==> src/hdl/psc_pkg.sv <==
// Package with shared types, widths and register codes of the PID speed controller.
`timescale 1ns / 1ps

package psc_pkg;

  typedef enum logic [2:0] {
    ST_IDLE,
    ST_PREP,
    ST_DIV,
    ST_DSIGN,
    ST_GAIN,
    ST_SUM,
    ST_CLAMP
  } state_t;

  // Register indexes of the configuration port.
  localparam logic [2:0] REG_GAIN_P       = 3'd0;
  localparam logic [2:0] REG_GAIN_I       = 3'd1;
  localparam logic [2:0] REG_GAIN_D       = 3'd2;
  localparam logic [2:0] REG_TICK_PERIOD  = 3'd3;
  localparam logic [2:0] REG_INTEGRAL_MAX = 3'd4;
  localparam logic [2:0] REG_INTEGRAL_MIN = 3'd5;
  localparam logic [2:0] REG_DRIVE_MAX    = 3'd6;
  localparam logic [2:0] REG_DRIVE_MIN    = 3'd7;

  // Reset values of the registers.
  localparam logic signed [23:0] GAIN_P_RST       = 24'sd1835008;
  localparam logic signed [23:0] GAIN_I_RST       = 24'sd8520;
  localparam logic signed [23:0] GAIN_D_RST       = 24'sd45875;
  localparam logic [15:0]        TICK_PERIOD_RST  = 16'd6554;
  localparam logic signed [31:0] INTEGRAL_MAX_RST = 32'sh7fff_ffff;
  localparam logic signed [31:0] INTEGRAL_MIN_RST = 32'sh8000_0000;
  localparam logic signed [31:0] DRIVE_MAX_RST    = 32'sd6553600;
  localparam logic signed [31:0] DRIVE_MIN_RST    = -32'sd6553600;

  // Iteration counts of the serial units.
  localparam logic [5:0] DIV_LAST   = 6'd32;  // 33 quotient bits
  localparam logic [5:0] IMUL_STEPS = 6'd16;  // tick period bits
  localparam logic [5:0] GAIN_LAST  = 6'd23;  // gain bits, top one carries negative weight

endpackage

==> src/hdl/pid_speed_controller_core.sv <==
// PID speed controller with integral clamp, built from bit-serial multipliers and divider.
`timescale 1ns / 1ps

//  channel   signals                                  direction
//  input     in_valid, in_ready, target_speed,         in, out, in, in
//            measured_speed
//  output    out_valid, out_ready, drive_value         out, in, out
//  config    cfg_we, cfg_index, cfg_data               in
//
//  Each tick runs a 33-step restoring divider for the derivative (the error times
//  tick period product runs alongside it), then a 24-step pass over the gain bits,
//  before the next input can be taken.
//  Result sits in an output register; a stalled output only holds the block once
//  the following tick has finished. Reset (synchronous) clears the state and loads
//  the register defaults.

module pid_speed_controller_core
  import psc_pkg::*;
(
  input  logic               clk,
  input  logic               rst,
  input  logic               in_valid,
  output logic               in_ready,
  input  logic [15:0]        target_speed,
  input  logic [15:0]        measured_speed,
  output logic               out_valid,
  input  logic               out_ready,
  output logic signed [31:0] drive_value,
  input  logic               cfg_we,
  input  logic [2:0]         cfg_index,
  input  logic [31:0]        cfg_data
);

  // Configuration registers.
  logic signed [23:0] gain_p, gain_i, gain_d;
  logic [15:0]        tick_period;
  logic signed [31:0] integral_max, integral_min, drive_max, drive_min;

  // Controller state.
  logic signed [31:0] integral_sum;
  logic signed [16:0] last_error;

  state_t state, state_next;
  logic [5:0] cnt;

  logic signed [16:0] err;
  logic signed [17:0] diff;
  logic               neg;

  // Divider: dividend shifts out of the top of dq while quotient bits enter below.
  logic [32:0] dq;
  logic [15:0] rem;

  // Error times tick period.
  logic signed [32:0] imul_acc, imul_mc;
  logic [15:0]        imul_mp;
  logic signed [33:0] isum;

  // Gain pass.
  logic [23:0]        gp_sh, gi_sh, gd_sh;
  logic signed [57:0] mc_p, mc_d, acc_pd;
  logic signed [55:0] mc_i, acc_i;
  logic signed [58:0] total;

  logic in_fire, out_load;

  // Combinational datapath values.
  logic signed [16:0] err_in;
  logic signed [17:0] diff_in;
  logic [17:0]        diff_abs;
  logic [16:0]        rem_sh;
  logic [16:0]        rem_dif;
  logic               sub_ok;
  logic signed [33:0] deriv_val;
  logic signed [31:0] isum_clamped;
  logic signed [31:0] drive_clamped;
  logic signed [57:0] term_p, term_d;
  logic signed [55:0] term_i;
  logic               gain_last;

  assign err_in   = $signed({1'b0, target_speed}) - $signed({1'b0, measured_speed});
  assign diff_in  = $signed({err_in[16], err_in}) - $signed({last_error[16], last_error});
  assign diff_abs = diff[17] ? (~diff + 18'sd1) : diff;

  assign rem_sh  = {rem, dq[32]};
  assign sub_ok  = rem_sh >= {1'b0, tick_period};
  assign rem_dif = rem_sh - {1'b0, tick_period};

  always_comb begin
    if (tick_period == 16'd0) begin
      deriv_val = '0;
    end else if (neg) begin
      deriv_val = -$signed({1'b0, dq});
    end else begin
      deriv_val = $signed({1'b0, dq});
    end
  end

  // Upper limit tested first: inverted limits yield max for sums above it, else min.
  always_comb begin
    priority if (isum > $signed({{2{integral_max[31]}}, integral_max})) begin
      isum_clamped = integral_max;
    end else if (isum < $signed({{2{integral_min[31]}}, integral_min})) begin
      isum_clamped = integral_min;
    end else begin
      isum_clamped = isum[31:0];
    end
  end

  always_comb begin
    priority if (total > $signed({{27{drive_max[31]}}, drive_max})) begin
      drive_clamped = drive_max;
    end else if (total < $signed({{27{drive_min[31]}}, drive_min})) begin
      drive_clamped = drive_min;
    end else begin
      drive_clamped = total[31:0];
    end
  end

  assign gain_last = cnt == GAIN_LAST;
  assign term_p    = gp_sh[0] ? mc_p : '0;
  assign term_d    = gd_sh[0] ? mc_d : '0;
  assign term_i    = gi_sh[0] ? mc_i : '0;

  // Next state.
  always_comb begin
    state_next = state;
    unique case (state)
      ST_IDLE:  if (in_valid) state_next = ST_PREP;
      ST_PREP:  state_next = ST_DIV;
      ST_DIV:   if (cnt == DIV_LAST) state_next = ST_DSIGN;
      ST_DSIGN: state_next = ST_GAIN;
      ST_GAIN:  if (gain_last) state_next = ST_SUM;
      ST_SUM:   state_next = ST_CLAMP;
      ST_CLAMP: if (!out_valid || out_ready) state_next = ST_IDLE;
      default:  state_next = ST_IDLE;
    endcase
  end

  // Handshake outputs and strobes.
  always_comb begin
    in_ready = 1'b0;
    out_load = 1'b0;
    unique case (state)
      ST_IDLE:  in_ready = 1'b1;
      ST_CLAMP: out_load = !out_valid || out_ready;
      default: begin
        in_ready = 1'b0;
        out_load = 1'b0;
      end
    endcase
  end

  assign in_fire = in_valid && in_ready;

  always_ff @(posedge clk) begin
    if (rst) begin
      state <= ST_IDLE;
    end else begin
      state <= state_next;
    end
  end

  // Configuration writes.
  always_ff @(posedge clk) begin
    if (rst) begin
      gain_p       <= GAIN_P_RST;
      gain_i       <= GAIN_I_RST;
      gain_d       <= GAIN_D_RST;
      tick_period  <= TICK_PERIOD_RST;
      integral_max <= INTEGRAL_MAX_RST;
      integral_min <= INTEGRAL_MIN_RST;
      drive_max    <= DRIVE_MAX_RST;
      drive_min    <= DRIVE_MIN_RST;
    end else if (cfg_we) begin
      unique case (cfg_index)
        REG_GAIN_P:       gain_p       <= cfg_data[23:0];
        REG_GAIN_I:       gain_i       <= cfg_data[23:0];
        REG_GAIN_D:       gain_d       <= cfg_data[23:0];
        REG_TICK_PERIOD:  tick_period  <= cfg_data[15:0];
        REG_INTEGRAL_MAX: integral_max <= cfg_data;
        REG_INTEGRAL_MIN: integral_min <= cfg_data;
        REG_DRIVE_MAX:    drive_max    <= cfg_data;
        REG_DRIVE_MIN:    drive_min    <= cfg_data;
        default:          gain_p       <= gain_p;
      endcase
    end
  end

  // Controller state and output register.
  always_ff @(posedge clk) begin
    if (rst) begin
      integral_sum <= '0;
      last_error   <= '0;
      out_valid    <= 1'b0;
    end else begin
      if (state == ST_PREP) begin
        last_error <= err;
      end
      if (state == ST_DIV && cnt == IMUL_STEPS + 6'd1) begin
        integral_sum <= isum_clamped;
      end
      if (out_load) begin
        out_valid <= 1'b1;
      end else if (out_ready) begin
        out_valid <= 1'b0;
      end
    end
  end

  always_ff @(posedge clk) begin
    if (out_load) begin
      drive_value <= drive_clamped;
    end
  end

  // Serial datapath.
  always_ff @(posedge clk) begin
    if (in_fire) begin
      err  <= err_in;
      diff <= diff_in;
    end

    unique case (state)
      ST_PREP: begin
        neg      <= diff[17];
        dq       <= {diff_abs[16:0], 16'd0};
        rem      <= '0;
        imul_acc <= '0;
        imul_mc  <= $signed({{16{err[16]}}, err});
        imul_mp  <= tick_period;
        cnt      <= '0;
      end
      ST_DIV: begin
        rem <= sub_ok ? rem_dif[15:0] : rem_sh[15:0];
        dq  <= {dq[31:0], sub_ok};
        cnt <= cnt + 6'd1;
        if (cnt < IMUL_STEPS) begin
          if (imul_mp[0]) begin
            imul_acc <= imul_acc + imul_mc;
          end
          imul_mc <= imul_mc <<< 1;
          imul_mp <= imul_mp >> 1;
        end
        if (cnt == IMUL_STEPS) begin
          isum <= $signed({{2{integral_sum[31]}}, integral_sum})
                + $signed({imul_acc[32], imul_acc});
        end
      end
      ST_DSIGN: begin
        mc_d   <= $signed({{24{deriv_val[33]}}, deriv_val});
        mc_p   <= $signed({{41{err[16]}}, err});
        mc_i   <= $signed({{24{integral_sum[31]}}, integral_sum});
        gp_sh  <= gain_p;
        gi_sh  <= gain_i;
        gd_sh  <= gain_d;
        acc_pd <= '0;
        acc_i  <= '0;
        cnt    <= '0;
      end
      ST_GAIN: begin
        // The top gain bit is the sign, so its partial product is subtracted.
        if (gain_last) begin
          acc_pd <= acc_pd - term_p - term_d;
          acc_i  <= acc_i - term_i;
        end else begin
          acc_pd <= acc_pd + term_p + term_d;
          acc_i  <= acc_i + term_i;
        end
        mc_p  <= mc_p <<< 1;
        mc_d  <= mc_d <<< 1;
        mc_i  <= mc_i <<< 1;
        gp_sh <= gp_sh >> 1;
        gi_sh <= gi_sh >> 1;
        gd_sh <= gd_sh >> 1;
        cnt   <= cnt + 6'd1;
      end
      ST_SUM: begin
        // Dropping the low 16 bits of the integral term floors it.
        total <= $signed({acc_pd[57], acc_pd})
               + $signed({{19{acc_i[55]}}, acc_i[55:16]});
      end
      default: begin
        cnt <= cnt;
      end
    endcase
  end

endmodule

==> config.mk <==
export PLATFORM = sky130hd
export DESIGN_NAME = pid_speed_controller_core
export DESIGN_NICKNAME = d
export VERILOG_FILES = /design/src/hdl/psc_pkg.sv /design/src/hdl/pid_speed_controller_core.sv
export SDC_FILE = /design/constraint.sdc
export NUM_CORES = 2
export LEC_CHECK = 0
export BUFFER_PORTS_ARGS = -buffer_cell sky130_fd_sc_hd__buf_2
export CORE_MARGIN = 8
export CORE_UTILIZATION = 45
export CTS_BUF_LIST = sky130_fd_sc_hd__clkbuf_4
export DETAILED_ROUTE_END_ITERATION = 10
export SETUP_SLACK_MARGIN = 0.4
export SYNTH_ARGS = -nofsm -noshare
export SYNTH_HDL_FRONTEND = slang
export SYNTH_SLANG_ARGS = --single-unit
==> constraint.sdc <==
create_clock -name clk -period 13.8 [get_ports clk]
set_input_delay 1.38 -clock clk [delete_from_list [all_inputs] [get_ports clk]]
set_output_delay 1.38 -clock clk [all_outputs]
set_load 0.02 [all_outputs]
==> results.cfg <==
[clock_network]
clock_latency_ns = 1.27
cts.htree.levels = 5
path_clk_slew_ns = 0.06
cts_buffers = 284
cts_tree = done
cts_buffer_depth = 4
clock-sinks = 925
cts_resized = 0
postCtsHoldBufs = 0
cts_post_setup_buffers_inserted = 0
cts-root-buf = clkbuf_4

[critical_path]
crit_arrival_ns = 6.89
cp-start-kind = flop
worstSetupEndpointType = flop
cp_data_required_time_ns = 14.68
cp_max_fo = 58
path_class = flop to flop

[yosys]
yosysMostFrequentCell = nand2_1
synth_largest_area_cell = edfxtp_1
yosys_warnings = 0
synth_top_family_by_area = compound AO/OA/AOI/OAI gates
synthSimpleGateAreaFrac = 0.163
syn_avg_cell_area_um2 = 9.18
synth_xor_xnor_area_share = 0.0527
synth_compound_gate_area_share = 0.171
ys_seq_area_frac = 0.403
synthMuxAreaShare = 0.0194
yosys-top-cells-count = nand2_1 (1307), edfxtp_1 (656), a21oi_1 (570)
yosys_register_bits = 925
ys.flop_type = edfxtp_1
synthArstFlopShare = 0
syn_inst = 6772
synth.distinct_cells = 88
synth_nets = 7498
synth-edff-count = 656
synthAdderAreaFrac = 0.146
synth_top_area_frac = 0.317
syn_area_um2 = 62200
yosys-top-cells-area = edfxtp_1 (32%), ha_1 (11%), dfxtp_1 (8.7%)

[floorplanning]
initial_core_util = 0.453
ios = 106
rows = 136
die_area_um2 = 150000
fp.dieW_um = 388
core-area_um2 = 137000
die_h_um = 388

[final_layout]
syn_to_final_growth_pct = 9.09
final_core_utilization = 0.494
num-nets-final = 7632
drive_gt1_frac = 0.0922
num-fill-cells = 13100

[grt]
overflow = 0
grt.total_usage = 0.225
grt_pass1_wl_mm = 273
grt_antenna_before_repair = 7
grt_pass1_vias = 48200
grt_max_degree = 159

[sta]
setup_ws_ns = 7.79
final-hold-violation-count = 0
final-setup-viol-count = 0
relSlewSlack = 0.187
fin_crit_sh = 0.435
rsz0062_at_grt = no
worst_pin_slew_ns = 1.22
slew_viol_final = 0
whs_ns = 0.453
setup-tns-final_ns = 0
skew_ns = 0.166
fmax_mhz = 166
period_needed_ns = 6.01

[route]
num_vias = 49500
drt_iter0_drc = 3841
ant_nets = 0
first_pass_iters = 6
wl_per_cell_um = 19.5
drc = 0
totalWireLength_mm = 174
vias_per_cell = 5.56

[run]
drv_cap = 0

[outcome]
status = finished clean

[power_and_ir_drop]
finalPower_w = 0.00786
p_leak_nw = 29.0
power.density_nw_per_um2 = 116
ir_drop_mv = 0.0627

[place]
port_buffers = 105
dp_worst_setup_slack_ns = 7.86
dp_hpwl_mm = 129
gp_congestion = 0.941

[hold_path]
holdCritPathClass = flop to flop
## cells in the final DEF (no fill, tap or decap), drive strengths merged, types with 50 or more instances in the layout
master	netlist	routed
nand2b	50	50
xnor2	209	209
buf	33	142
o21ai	311	311
clkinv	2	53
nor3	81	81
inv	424	427
nor2b	61	61
nand2	1307	1307
nor2	397	397
dfxtp	269	269
mux2i	117	117
o21bai	54	54
a21o	312	312
a21oi	571	571
clkbuf	261	427
nand3	85	85
fa	122	122
a211oi	50	50
edfxtp	656	656
xor2	165	165
ha	532	532
nand4	89	89
## cell type report
class	count	area [µm²]	share of cell area
Clock inverter	59	367	0.00541
Sequential cell	925	25100	0.370
Inverter	426	1600	0.0236
Clock buffer	427	3210	0.0473
Multi-Input combinational cell	5127	34500	0.508
Timing Repair Buffer	142	835	0.0123
Tap cell	1794	2240	0.0331
Antenna cell	3	7.51	0.000111
## layer usage
layer	vias up	part of all wire	GRT usage
met5	-	0	0
met4	0	0.024	0.0675
met3	238	0.061	0.0397
met2	1355	0.44	0.351
met1	23600	0.47	0.320
li1	24300	-	-
## registers in the layout, indices dropped and copies added (netlist names), 32 cells and up
| signal | cells |
|---|---|
| integral_max | 32 |
| drive_max | 32 |
| drive_value | 32 |
| acc_pd | 58 |
| imul_acc | 33 |
| integral_min | 32 |
| integral_sum | 32 |
| total | 59 |
| acc_i | 56 |
| mc_p | 58 |
| mc_i | 56 |
| imul_mc | 33 |
| drive_min | 32 |
| mc_d | 58 |
| isum | 34 |
| dq | 33 |
## path summary, 6_finish.rpt
check,from,to,slack [ns],cells after the start
setup / recovery,gp_sh[0],acc_pd[48],7.79,18
hold / removal,gain_i[5],gain_i[5],0.45,2
setup reg to reg,gp_sh[0],acc_pd[48],7.79,18
hold reg to reg,gain_i[5],gain_i[5],0.45,2
## worst max-delay path, cell delays in order (launching register included)
cell and delay [ns]:
edfxtp_1 0.32, buf_4 0.58, nand2_1 0.22, fa_1 0.59, inv_1 0.06, ha_1 0.18, or2_2 0.28, fa_1 0.41
a21o_1 0.20, a221oi_1 0.53, a211oi_1 0.28, a2bb2oi_2 0.25, a211oi_1 0.34, or3_1 0.22, o21ai_1 0.13, a311oi_2 0.60
o21ai_0 0.19, xnor2_1 0.17, o22ai_1 0.09
## cells by family after synthesis
family / count (synthesis)
adder cells (fa/ha/maj): 654
flip-flops: 925
AO/OA/AOI/OAI: 1669
multiplexers: 120
buffers and inverters: 720
AND/OR/NAND/NOR: 2310
XOR/XNOR: 374
## metrics by stage
| stage | cell area, µm² | std cells |
|---|---|---|
| 6_report | 67800 | 8903 |
| 2_1_floorplan | 62200 | 6772 |
| 3_5_place_dp | 64200 | 8414 |
| 4_1_cts | 67800 | 8900 |
| 5_1_grt | 67800 | 8903 |
| 3_3_place_gp | 64200 | 8414 |
## power by group
group / total, W / internal, W / leakage [nW] / switching, W
Clock: 0.00274 / 0.00150 / 2.15 / 0.00124
Sequential: 0.00336 / 0.00321 / 8.23 / 0.000145
Combinational: 0.00177 / 0.000687 / 18.6 / 0.00108
Note: power is estimated with default switching activity, not from simulation.
